--- src/rtl/core/mscr_pkg.sv ---
// ----------------------------------------------------------------------------
// mscr_pkg: shared types and constants of the multi-stop color ramp
// Field widths, the seven color stops and the phase span of the strip.
// ----------------------------------------------------------------------------
package mscr_pkg;

  localparam int COL_W   = 10;   // column index width
  localparam int WID_W   = 11;   // strip width register width
  localparam int NUM_W   = 21;   // column * span product
  localparam int PHASE_W = 11;   // quotient, 0..1530
  localparam int SEG_W   = 3;
  localparam int MIX_W   = 8;
  localparam int LVL_W   = 6;
  localparam int SUM_W   = 14;   // a*(255-mix)+b*mix, at most 16065

  localparam int unsigned STOP_COUNT = 7;
  localparam int unsigned MIX_FULL   = 255;
  localparam int unsigned SPAN       = (STOP_COUNT - 1) * MIX_FULL;
  localparam int unsigned LAST_SEG   = STOP_COUNT - 2;

  typedef logic [LVL_W-1:0] level_t;

  typedef struct packed {
    level_t red;
    level_t green;
    level_t blue;
  } rgb_t;

  localparam rgb_t STOP_0 = '{red: 6'd63, green: 6'd0,  blue: 6'd0};
  localparam rgb_t STOP_1 = '{red: 6'd63, green: 6'd32, blue: 6'd0};
  localparam rgb_t STOP_2 = '{red: 6'd63, green: 6'd63, blue: 6'd0};
  localparam rgb_t STOP_3 = '{red: 6'd0,  green: 6'd63, blue: 6'd0};
  localparam rgb_t STOP_4 = '{red: 6'd0,  green: 6'd63, blue: 6'd63};
  localparam rgb_t STOP_5 = '{red: 6'd0,  green: 6'd0,  blue: 6'd63};
  localparam rgb_t STOP_6 = '{red: 6'd44, green: 6'd0,  blue: 6'd63};

  function automatic rgb_t stop_color(input logic [SEG_W-1:0] idx);
    rgb_t c;
    unique case (idx)
      3'd0:    c = STOP_0;
      3'd1:    c = STOP_1;
      3'd2:    c = STOP_2;
      3'd3:    c = STOP_3;
      3'd4:    c = STOP_4;
      3'd5:    c = STOP_5;
      3'd6:    c = STOP_6;
      default: c = STOP_0;
    endcase
    return c;
  endfunction

endpackage

--- src/rtl/core/mscr_div.sv ---
// ----------------------------------------------------------------------------
// mscr_div: pipelined restoring divider
// One quotient bit per register stage, most significant bit first.
// ----------------------------------------------------------------------------
module mscr_div (
  input  logic                               clk,
  input  logic                               rst,
  input  logic                               in_valid,
  output logic                               in_stall,
  input  logic [mscr_pkg::NUM_W-1:0]         in_num,
  input  logic [mscr_pkg::WID_W-1:0]         in_den,
  input  logic                               in_tag,
  output logic                               out_valid,
  input  logic                               out_stall,
  output logic [mscr_pkg::PHASE_W-1:0]       out_quot,
  output logic                               out_tag
);

  localparam int QW    = mscr_pkg::PHASE_W;
  localparam int NW    = mscr_pkg::NUM_W;
  localparam int DW    = mscr_pkg::WID_W;
  localparam int CMP_W = NW + 1;

  logic [QW-1:0] vld;
  logic [QW:0]   en;
  logic [NW-1:0] rem_r [QW];
  logic [DW-1:0] den_r [QW];
  logic [QW-1:0] quo_r [QW];
  logic [QW-1:0] tag_r;

  assign en[QW] = !out_stall;

  for (genvar g = 0; g < QW; g++) begin : g_stage
    localparam int K = QW - 1 - g;

    logic [NW-1:0]    src_rem;
    logic [DW-1:0]    src_den;
    logic [QW-1:0]    src_quo;
    logic             src_v;
    logic             src_tag;
    logic [CMP_W-1:0] shifted;
    logic             take;

    if (g == 0) begin : g_first
      assign src_rem = in_num;
      assign src_den = in_den;
      assign src_quo = '0;
      assign src_v   = in_valid;
      assign src_tag = in_tag;
    end else begin : g_next
      assign src_rem = rem_r[g-1];
      assign src_den = den_r[g-1];
      assign src_quo = quo_r[g-1];
      assign src_v   = vld[g-1];
      assign src_tag = tag_r[g-1];
    end

    assign en[g]   = !vld[g] || en[g+1];
    assign shifted = CMP_W'(src_den) << K;
    assign take    = CMP_W'(src_rem) >= shifted;

    always_ff @(posedge clk) begin
      if (rst) begin
        vld[g] <= 1'b0;
      end else if (en[g]) begin
        vld[g] <= src_v;
      end
    end

    always_ff @(posedge clk) begin
      if (en[g]) begin
        rem_r[g] <= take ? NW'(CMP_W'(src_rem) - shifted) : src_rem;
        den_r[g] <= src_den;
        quo_r[g] <= src_quo | (QW'(take) << K);
        tag_r[g] <= src_tag;
      end
    end
  end

  assign in_stall  = !en[0];
  assign out_valid = vld[QW-1];
  assign out_quot  = quo_r[QW-1];
  assign out_tag   = tag_r[QW-1];

  // A finished division leaves a remainder below the divisor.
  a_rem_below_den: assert property (@(posedge clk) disable iff (rst)
    (vld[QW-1] && den_r[QW-1] != '0) |-> (rem_r[QW-1] < NW'(den_r[QW-1])))
    else $error("divider remainder not below divisor");

  // The input is held off only when the first stage holds an item.
  a_stall_needs_item: assert property (@(posedge clk) disable iff (rst)
    in_stall |-> vld[0])
    else $error("divider stalls with an empty first stage");

endmodule

--- src/rtl/core/mscr_blend.sv ---
// ----------------------------------------------------------------------------
// mscr_blend: segment split and color interpolation
// Splits the phase into segment and mix, blends the two bounding stops and
// divides each channel by 255, over three register stages.
// ----------------------------------------------------------------------------
module mscr_blend (
  input  logic                          clk,
  input  logic                          rst,
  input  logic                          in_valid,
  output logic                          in_stall,
  input  logic [mscr_pkg::PHASE_W-1:0]  in_phase,
  input  logic                          in_single,
  output logic                          out_valid,
  input  logic                          out_stall,
  output mscr_pkg::rgb_t                out_color
);

  localparam int PW = mscr_pkg::PHASE_W;
  localparam int SW = mscr_pkg::SUM_W;
  localparam int MW = mscr_pkg::MIX_W;

  function automatic logic [SW-1:0] mix_sum(input mscr_pkg::level_t a,
                                            input mscr_pkg::level_t b,
                                            input logic [MW-1:0] mix);
    logic [SW-1:0] inv;
    inv = SW'(mscr_pkg::MIX_FULL) - SW'(mix);
    return SW'(SW'(a) * inv) + SW'(SW'(b) * SW'(mix));
  endfunction

  function automatic mscr_pkg::level_t div255(input logic [SW-1:0] s);
    logic [SW-1:0] t;
    t = s + (s >> 8) + SW'(1);
    return t[SW-1:8];
  endfunction

  logic                          v0, v1, v2;
  logic                          en0, en1, en2;
  logic [mscr_pkg::SEG_W-1:0]    seg0;
  logic [MW-1:0]                 mix0;
  logic [SW-1:0]                 sum_r1, sum_g1, sum_b1;
  mscr_pkg::rgb_t                color2;

  logic [mscr_pkg::SEG_W-1:0]    seg_next;
  logic [MW-1:0]                 mix_next;
  mscr_pkg::rgb_t                lo_stop, hi_stop;

  assign en2      = !v2 || !out_stall;
  assign en1      = !v1 || en2;
  assign en0      = !v0 || en1;
  assign in_stall = !en0;

  // Segment is the count of full 255-steps; the strip end clamps to the last
  // segment with a full mix; a single-column item gets segment 0, mix 0.
  always_comb begin
    seg_next = '0;
    mix_next = '0;
    if (in_single) begin
      seg_next = '0;
      mix_next = '0;
    end else if (in_phase >= PW'(mscr_pkg::SPAN)) begin
      seg_next = mscr_pkg::SEG_W'(mscr_pkg::LAST_SEG);
      mix_next = MW'(mscr_pkg::MIX_FULL);
    end else begin
      for (int j = 1; j <= int'(mscr_pkg::LAST_SEG); j++) begin
        if (in_phase >= PW'(j * int'(mscr_pkg::MIX_FULL))) begin
          seg_next = mscr_pkg::SEG_W'(j);
        end
      end
      mix_next = MW'(in_phase - PW'(PW'(seg_next) * PW'(mscr_pkg::MIX_FULL)));
    end
  end

  assign lo_stop = mscr_pkg::stop_color(seg0);
  assign hi_stop = mscr_pkg::stop_color(seg0 + mscr_pkg::SEG_W'(1));

  always_ff @(posedge clk) begin
    if (rst) begin
      v0 <= 1'b0;
      v1 <= 1'b0;
      v2 <= 1'b0;
    end else begin
      if (en0) begin
        v0 <= in_valid;
      end
      if (en1) begin
        v1 <= v0;
      end
      if (en2) begin
        v2 <= v1;
      end
    end
  end

  always_ff @(posedge clk) begin
    if (en0) begin
      seg0 <= seg_next;
      mix0 <= mix_next;
    end
    if (en1) begin
      sum_r1 <= mix_sum(lo_stop.red,   hi_stop.red,   mix0);
      sum_g1 <= mix_sum(lo_stop.green, hi_stop.green, mix0);
      sum_b1 <= mix_sum(lo_stop.blue,  hi_stop.blue,  mix0);
    end
    if (en2) begin
      color2.red   <= div255(sum_r1);
      color2.green <= div255(sum_g1);
      color2.blue  <= div255(sum_b1);
    end
  end

  assign out_valid = v2;
  assign out_color = color2;

  // The segment never passes the last pair of stops.
  a_seg_range: assert property (@(posedge clk) disable iff (rst)
    v0 |-> (seg0 <= mscr_pkg::SEG_W'(mscr_pkg::LAST_SEG)))
    else $error("segment past the last stop pair");

  // A full mix only occurs on the clamped last segment.
  a_full_mix_last: assert property (@(posedge clk) disable iff (rst)
    (v0 && mix0 == MW'(mscr_pkg::MIX_FULL)) |->
      (seg0 == mscr_pkg::SEG_W'(mscr_pkg::LAST_SEG)))
    else $error("full mix outside the last segment");

endmodule

--- src/rtl/core/multi_stop_color_ramp.sv ---
// ----------------------------------------------------------------------------
// multi_stop_color_ramp: column index to RGB666 spectrum color
// Throughput is one item per cycle while the output is not stalled;
// the eleven-stage divider is fully pipelined.
// Reset (rst, synchronous) empties the pipeline and sets strip_width to 1.
// ----------------------------------------------------------------------------
//
// Pipeline overview:
//   Stage 0  clamps the width register to 1..MAX_WIDTH, clamps the column to
//            the last column of the strip, and forms the divisor width - 1.
//   Stage 1  multiplies the column by the phase span of 1530.
//   Stage 2..12 run a restoring division, one quotient bit per stage, which
//            gives the phase.
//   Stage 13..15 split the phase into segment and mix, blend the two bounding
//            stops and divide each channel by 255 into the output register.
//
// Every stage advances when it is empty or when the stage after it advances,
// so bubbles close up and a stalled output only holds the items behind it.
// The configuration register is always ready; the user must write it only
// while no item is in flight, as the block itself does not enforce this.
module multi_stop_color_ramp #(
  parameter int MAX_WIDTH = 1024
) (
  input  logic                          clk,
  input  logic                          rst,
  // Configuration write channel for strip_width.
  input  logic                          cfg_valid,
  output logic                          cfg_ready,
  input  logic [mscr_pkg::WID_W-1:0]    cfg_data,
  // Input item channel.
  input  logic                          in_valid,
  output logic                          in_stall,
  input  logic [mscr_pkg::COL_W-1:0]    column_index,
  // Output item channel.
  output logic                          out_valid,
  input  logic                          out_stall,
  output logic [mscr_pkg::LVL_W-1:0]    red_level,
  output logic [mscr_pkg::LVL_W-1:0]    green_level,
  output logic [mscr_pkg::LVL_W-1:0]    blue_level
);

  localparam int WW = mscr_pkg::WID_W;
  localparam int CW = mscr_pkg::COL_W;
  localparam int NW = mscr_pkg::NUM_W;

  logic [WW-1:0]              strip_width;

  // Stage 0 registers.
  logic                       v0;
  logic [CW-1:0]              col0;
  logic [WW-1:0]              den0;
  logic                       single0;
  // Stage 1 registers.
  logic                       v1;
  logic [NW-1:0]              num1;
  logic [WW-1:0]              den1;
  logic                       single1;

  logic                       en0, en1;
  logic [WW-1:0]              width_eff;
  logic [WW-1:0]              den_next;
  logic [CW-1:0]              col_next;

  logic                       div_stall;
  logic                       div_valid;
  logic [mscr_pkg::PHASE_W-1:0] div_quot;
  logic                       div_single;
  logic                       blend_stall;
  mscr_pkg::rgb_t             color;

  // The register is written at any time the channel offers data.
  assign cfg_ready = 1'b1;

  always_ff @(posedge clk) begin
    if (rst) begin
      strip_width <= WW'(1);
    end else if (cfg_valid && cfg_ready) begin
      strip_width <= cfg_data;
    end
  end

  // A width of zero behaves as one; a width above MAX_WIDTH saturates.
  always_comb begin
    if (strip_width == '0) begin
      width_eff = WW'(1);
    end else if (32'(strip_width) > 32'(MAX_WIDTH)) begin
      width_eff = WW'(MAX_WIDTH);
    end else begin
      width_eff = strip_width;
    end
    den_next = width_eff - WW'(1);
    // A column past the end of the strip reads as the last column.
    if (WW'(column_index) > den_next) begin
      col_next = CW'(den_next);
    end else begin
      col_next = column_index;
    end
  end

  assign en1      = !v1 || !div_stall;
  assign en0      = !v0 || en1;
  assign in_stall = !en0;

  always_ff @(posedge clk) begin
    if (rst) begin
      v0 <= 1'b0;
      v1 <= 1'b0;
    end else begin
      if (en0) begin
        v0 <= in_valid;
      end
      if (en1) begin
        v1 <= v0;
      end
    end
  end

  always_ff @(posedge clk) begin
    if (en0) begin
      col0    <= col_next;
      den0    <= den_next;
      single0 <= (den_next == '0);
    end
    if (en1) begin
      num1    <= NW'(NW'(col0) * NW'(mscr_pkg::SPAN));
      den1    <= den0;
      single1 <= single0;
    end
  end

  // The phase is column * 1530 / (width - 1). A single-column strip skips
  // the quotient, which is then meaningless, and uses the first stop.
  mscr_div u_div (
    .clk       (clk),
    .rst       (rst),
    .in_valid  (v1),
    .in_stall  (div_stall),
    .in_num    (num1),
    .in_den    (den1),
    .in_tag    (single1),
    .out_valid (div_valid),
    .out_stall (blend_stall),
    .out_quot  (div_quot),
    .out_tag   (div_single)
  );

  mscr_blend u_blend (
    .clk       (clk),
    .rst       (rst),
    .in_valid  (div_valid),
    .in_stall  (blend_stall),
    .in_phase  (div_quot),
    .in_single (div_single),
    .out_valid (out_valid),
    .out_stall (out_stall),
    .out_color (color)
  );

  assign red_level   = color.red;
  assign green_level = color.green;
  assign blue_level  = color.blue;

  // The clamped column never lies past the last column of the strip, which
  // keeps the phase within the span and the quotient within its width.
  a_col_clamped: assert property (@(posedge clk) disable iff (rst)
    v0 |-> (WW'(col0) <= den0))
    else $error("column past the strip end after clamping");

  // A single-column strip is flagged exactly when the divisor is zero.
  a_single_flag: assert property (@(posedge clk) disable iff (rst)
    v1 |-> (single1 == (den1 == '0)))
    else $error("single-column flag disagrees with the divisor");

endmodule
--- config.mk ---
export PLATFORM = sky130hd
export DESIGN_NAME = multi_stop_color_ramp
export DESIGN_NICKNAME = d
export VERILOG_FILES = /design/src/rtl/core/mscr_pkg.sv /design/src/rtl/core/mscr_div.sv /design/src/rtl/core/mscr_blend.sv /design/src/rtl/core/multi_stop_color_ramp.sv
export SDC_FILE = /design/constraint.sdc
export NUM_CORES = 2
export LEC_CHECK = 0
export BUFFER_PORTS_ARGS = -buffer_cell sky130_fd_sc_hd__clkbuf_2
export CAP_MARGIN = 20
export CORE_UTILIZATION = 30
export CTS_BUF_LIST = sky130_fd_sc_hd__clkbuf_4 sky130_fd_sc_hd__clkbuf_8 sky130_fd_sc_hd__clkbuf_16
export CTS_CLUSTER_SIZE = 24
export DETAILED_ROUTE_END_ITERATION = 8
export GPL_ROUTABILITY_DRIVEN = 0
export PLACE_DENSITY_LB_ADDON = 0.15
export SLEW_MARGIN = 5
export SYNTH_ARGS = -nofsm -noshare
export SYNTH_HDL_FRONTEND = slang
export SYNTH_SLANG_ARGS = --single-unit
--- constraint.sdc ---
create_clock -name clk -period 7.2 [get_ports clk]
set_input_delay 0.36 -clock clk [delete_from_list [all_inputs] [get_ports clk]]
set_output_delay 0.36 -clock clk [all_outputs]
set_load 0.01 [all_outputs]
# ---- Yosys cells after proc, flatten, opt, wreduce, memory -nomap -nowiden
# Memory sizes are Yosys's and may differ from the RTL's.
# Cells that the tools add are included.
# W data, S select, Z words.
dict set report totals {
  register_bits 163
  ram_bits 473
  input_bits 26
  word_cells 203
  n_memories 3
}
# name depth width rd rd_ports_with_merged_regs write_ports line
set mem_list {}
lappend mem_list {u_div.rem_r 11 21 10 0 11 mscr_div.sv:26} ;# logic [NW-1:0] rem_r [QW];
lappend mem_list {u_div.den_r 11 11 10 0 11 mscr_div.sv:27} ;# logic [DW-1:0] den_r [QW];
lappend mem_list {u_div.quo_r 11 11 11 0 11 mscr_div.sv:28} ;# logic [QW-1:0] quo_r [QW];
dict set report classes {
  n_addsub 24
  multipliers 8
  magnitude_cmp 19
  eq_ne 12
  muxes 47
  bitwise_logic 10
  n_reduce_logical 37
}
# operator n
set ops {}
lappend ops {{$mux W21} 11}
lappend ops {{$pmux W18 S6} 2}
lappend ops {{$add A14 B1 Y14 const B} 3}
lappend ops {{$add A14 B14 Y14} 3}
lappend ops {{$add A14 B6 Y14} 3}
lappend ops {{$mul A6 B14 Y14} 3}
lappend ops {{$mul A6 B8 Y14} 3}
lappend ops {{$mux W1} 23}
lappend ops {{$ge A11 B10 Y1 const B} 2}
lappend ops {{$ge A11 B11 Y1 const B} 2}
lappend ops {{$logic_not A11 Y1} 2}
lappend ops {{$mux W11} 2}
lappend ops {{$ge A21 B11 Y1} 1}
lappend ops {{$ge A21 B12 Y1} 1}
lappend ops {{$ge A21 B13 Y1} 1}
lappend ops {{$ge A21 B14 Y1} 1}
lappend ops {{$ge A21 B15 Y1} 1}
lappend ops {{$ge A21 B16 Y1} 1}
lappend ops {{$ge A21 B17 Y1} 1}
lappend ops {{$ge A21 B18 Y1} 1}
lappend ops {{$ge A21 B19 Y1} 1}
lappend ops {{$ge A21 B20 Y1} 1}
lappend ops {{$ge A21 B21 Y1} 1}
lappend ops {{$sub A21 B11 Y21} 1}
lappend ops {{40 further kinds} 86}

# ---- Depth between registers and ports, before layout
dict set report logic_depth {
  word_depth 18
  depth_mapped 26
}

# ---- Hierarchy
# Synthesis repeated with hierarchy kept, for this count alone.
dict set report hier_totals {
  hier_cells 3198
  area_unflattened_um2 37129.4
}
# module n_inst cells_each area_per_inst_um2 seq_area_each_um2
set by_module_without_submodules {}
lappend by_module_without_submodules {mscr_div 1 1595 20131.8 12141.6}
lappend by_module_without_submodules {mscr_blend 1 1166 11873.9 2192.1}
lappend by_module_without_submodules {multi_stop_color_ramp 1 437 5123.7 1881.8}

# ---- Worst setup path after synthesis
# Ideal clock, no wire load.
dict set report synth_path {
  kind {register to register}
  from {register u_blend.seg0[2] (netlist bit)}
  to {register u_blend.sum_g1[13] (data pin)}
  setup_ps 258
  t_arrival_ps 5811
  required_ps 6942
  path_slack_ps 1131
  path_stages_with_launch 25
  n_path_buf 1
  period_less_slack_ps 6069
  cell_sequence {edfxtp_1 -> clkbuf_1 -> inv_1 -> ha_1 -> a31oi_1 -> nor2_1 -> nand2_1 -> fa_1 -> inv_1 -> ha_1 -> inv_1 -> fa_1 -> inv_1 -> fa_1 -> inv_1 -> fa_1 -> inv_1 -> ha_1 -> a21o_1 -> a21oi_1 -> o21ai_0 -> a21o_1 -> a41o_1 -> o41a_1 -> xnor2_1}
}
dict set report synth_between {
  elab_chain_cells 5
  word_cells_on_any_way 18
  cone_classes {add/sub: 2; mul: 2; eq/ne: 12; mux: 2}
}
# element line
set synth_lines {}
lappend synth_lines {{from (decl)} mscr_blend.sv:38} ;# logic [mscr_pkg::SEG_W-1:0] seg0;
lappend synth_lines {{from (signal assigned)} mscr_blend.sv:96} ;# seg0 <= seg_next;
lappend synth_lines {{$add A3 B1 Y3} mscr_blend.sv:74} ;# assign hi_stop = mscr_pkg::stop_color(seg0 + mscr_pkg::SEG_W'(1));
lappend synth_lines {{$eq A3 B3 Y1, or another cell as far along} mscr_pkg.sv:39} ;# unique case (idx)
lappend synth_lines {{$pmux W18 S6} mscr_pkg.sv:39}
lappend synth_lines {{$mul A6 B8 Y14} mscr_blend.sv:27} ;# return SW'(SW'(a) * inv) + SW'(SW'(b) * SW'(mix));
lappend synth_lines {{$add A14 B14 Y14 (*)} mscr_blend.sv:27}
lappend synth_lines {{to (signal assigned)} mscr_blend.sv:101} ;# sum_g1 <= mix_sum(lo_stop.green, hi_stop.green, mix0);
lappend synth_lines {{to (decl)} mscr_blend.sv:40} ;# logic [SW-1:0] sum_r1, sum_g1, sum_b1;
# Mark *: on every way between the ends. The rest lies on a longest branch, timed or not.
# A chain may end at the register's enable or synchronous reset.

# ---- Worst setup path after layout
dict set report layout_path {
  from {register u_blend.seg0[1] (netlist bit)}
  to {register u_blend.sum_g1[13] (data pin)}
}
# The elaborated chain is that of the path after synthesis.

==> results_dict.tcl <==
set metrics [dict create \
    status "completed" \
    drive_above_1_share_pct 7.78 \
    die-height_um 349 \
    diodes 0 \
    grt-ovfl-total 0 \
    fin_tns_setup_ns 0 \
    mostFrequentLayoutCell "inv_1" \
    slew_viol_final 0 \
    rsz0062_at_grt "false" \
    critPathRequiredTime_ns 7.57 \
    num_rows 126 \
    synthXorXnorAreaFrac_pct 4.60 \
    ioPinCount 47 \
    wl_mm 71.9 \
    syn_inst 3125 \
    post_cts_resized 0 \
    placement.io_buffers 45 \
    period_needed_ns 6.47 \
    finalSetupViolations 0 \
    dieWidth_um 349 \
    drc 0 \
    place_inst 4747 \
    fillers 11931 \
    fin_crit_sh_pct 89.9 \
    setup.worst_path.start "u_blend.seg0[1]$_SDFFCE_PP0P_" \
    final_core_util_pct 34.2 \
    start_util_pct 30.5 \
    regArea_um2 15900 \
    antenna_found_initial 0 \
    via_per_inst 4.40 \
    synth_compound_area_share_pct 7.82 \
    multi_input_area_um2 18000 \
    synth-adder-area-share_pct 25.7 \
    cp-start-kind "register" \
    dr.pass1.iters 4 \
    worstSkewPairLatency_ns 0.62 \
    grt_start_max_net_pins 43 \
    clk_pin_slew_worst_paths_ns 0.05 \
    synth_edf_count 512 \
    relSlewSlack_pct 31.4 \
    endpoint_kind "register" \
    areaGrowthSynthToFinish_pct 12.3 \
    drt-initial-drc-count 861 \
    stdcell_count 4879 \
    ff2ff_path_depth 24 \
    ys_dominant_reg_cell "edfxtp_1" \
    synth_top_area_share_pct 42.5 \
    crit_fanout 8 \
    worstReg2RegStart "u_blend.seg0[1]$_SDFFCE_PP0P_" \
    layout_common_cells "inv_1 (564), edfxtp_1 (512), ha_1 (338)" \
    ys_types 80 \
    synth-simple-area-share_pct 9.42 \
    worstPathArrival_ns 6.84 \
    max_freq_mhz 155 \
    track_usage_pct 12.2 \
    h-tree-depth 3 \
    synth-async-reset-ratio_pct 0 \
    cap_viol_max_count 0 \
    synthMuxAreaShare_pct 2.01 \
    post_cts_buffers 0 \
    clockBufferDepth 3 \
    die-area_um2 122000 \
    cts_sinks 539 \
    tightest_slew_ns 1.03 \
    worst_hold_slack_ns 0.0448 \
    finalHoldViolCount 0 \
    endpoint "u_blend.sum_g1[13]$_DFFE_PP_" \
    nets 3842 \
    synthTopCellsByArea "edfxtp_1 (43%), fa_1 (14%), ha_1 (12%)" \
    synth_area_per_cell_um2 11.6 \
    synth_seq_cells 539 \
    grt_pass1_wl_mm 119 \
    coreArea_um2 119000 \
    drtAntennaViolNets 0 \
    wire_per_inst_um 14.7 \
    hold_class "input pin to register" \
    synth.cell_area_um2 36100 \
    ff2ff_setup_slack_ns 0.73 \
    dp_hpwl_mm 58.0 \
    num_vias 21459 \
    synth_nets 3741 \
    root_buffer "clkbuf_16" \
    grt_pass1_vias 22575 \
    clock_skew_ns 0.0240 \
    critical_path_class "register to register" \
    r2r_end "u_blend.sum_g1[13]$_DFFE_PP_" \
    cts_tree "built" \
    yosysTopAreaCell "edfxtp_1" \
    synth_top_family_by_area "adder cells" \
    cts_made_buffers 68 \
    yosysSeqAreaShare_pct 44.0 \
    synth_warnings 0 \
]
-- synth_stat cells (all sizes together), types with 4 or more instances --
master	count
inv	572
edfxtp	512
ha	338
fa	252
nor2	189
nand2	146
a21oi	127
o21ai	119
xnor2	116
xor2	74
nor3	56
nor2b	48
mux2	43
nand2b	43
a21o	42
nand3	37
o21a	33
nor4	32
clkbuf	30
dfxtp	27
nand4	25
mux2i	21
or2	18
a211oi	17
o31ai	17
a21boi	16
or3	16
a31oi	14
and2	13
and3	13
buf	11
or4	11
nand4b	9
o211ai	9
or4b	8
a211o	6
o22ai	6
a41oi	5
a2111oi	4
o211a	4
o21bai	4
o41ai	4
-- logic make-up after synthesis --
| logic type | Yosys count |
|---|---|
| AOI/OAI and AO/OA | 449 |
| xor gates and xnor gates | 190 |
| adders and majority gates | 591 |
| buffers and inverters | 614 |
| DFF | 539 |
| muxes | 64 |
| other | 1 |
| and+or+nand+nor | 677 |
-- critical path, cell delays in order (launching register included) --
cell	delay, ns
edfxtp_1	0.48
nand2_1	0.18
inv_1	0.06
ha_1	0.29
a31oi_1	0.11
nor2_1	0.44
nand2_1	0.29
fa_1	0.59
inv_1	0.05
ha_1	0.26
inv_1	0.05
fa_1	0.53
inv_1	0.05
fa_1	0.52
inv_1	0.05
fa_1	0.53
inv_1	0.04
ha_1	0.32
a21o_1	0.19
a21oi_1	0.14
o21ai_0	0.13
a21o_1	0.23
a41o_1	0.26
o41a_1	0.32
xnor2_1	0.13
-- timing repair --
action,CTS,global route
hold buffers,7,0
endpoints found under the setup margin,0,0
hold endpoints to repair,7,0
-- state kept, by name, summed over array words and instances (netlist names), 3 cells and up --
name,cells
strip_width,11
u_blend.sum_b1,14
u_div.rem_r,200
u_blend.mix0,8
u_blend.sum_r1,14
num1,20
den1,11
u_blend.sum_g1,14
u_blend.seg0,3
u_blend.out_color,18
u_div.g_stage.src_v,10
den0,11
u_div.den_r,110
col0,10
u_div.g_stage.src_tag,10
u_div.quo_r,66
-- through the flow --
stage	setup slack (ns)	area, um^2
5_1_grt	0.354	40600
3_5_place_dp	0.680	38400
4_1_cts	0.693	40600
2_1_floorplan	1.13	36100
6_report	0.730	40600
3_3_place_gp	0.672	38400
-- worst min path at each step --
stage                     slack, ns                        start                          end  cells past startpoint
final                          0.04                  cfg_data[6]  strip_width[6]$_SDFFE_PP0P_                      3
after global routing           0.04              column_index[1]            col0[1]$_DFFE_PN_                      2
after CTS                      0.01                  cfg_data[6]  strip_width[6]$_SDFFE_PP0P_                      3
after detailed placement       0.40           den0[10]$_DFFE_PN_           den1[10]$_DFFE_PP_                      0
after global placement         0.40  u_div.quo_r[6][9]$_DFFE_PP_  u_div.quo_r[7][9]$_DFFE_PP_                      0
after floorplan                0.40            den0[0]$_DFFE_PN_            den1[0]$_DFFE_PP_                      0
-- routing by layer --
metal	vias to the layer above	GRT usage, %	wire length, um	share of wire (%)
li1	10917	-	-	-
met1	10256	15.2	32700	45
met2	191	21.3	35300	49
met3	95	2.10	2220	3.1
met4	0	3.95	1750	2.4
met5	-	0	0	0
-- area by class of cell --
| type | instances | share of cell area (%) |
|---|---|---|
| clock buffer | 81 | 4.49 |
| clock inverter | 42 | 0.761 |
| inverter | 573 | 5.30 |
| multi-input combinational | 1972 | 44.2 |
| sequential | 539 | 39.2 |
| tap | 1600 | 4.93 |
| timing repair buffer | 72 | 1.12 |
Power is left out: the tool's default activity adds up to more than one toggle a clock period on the data nets, which glitch-free logic cannot reach.
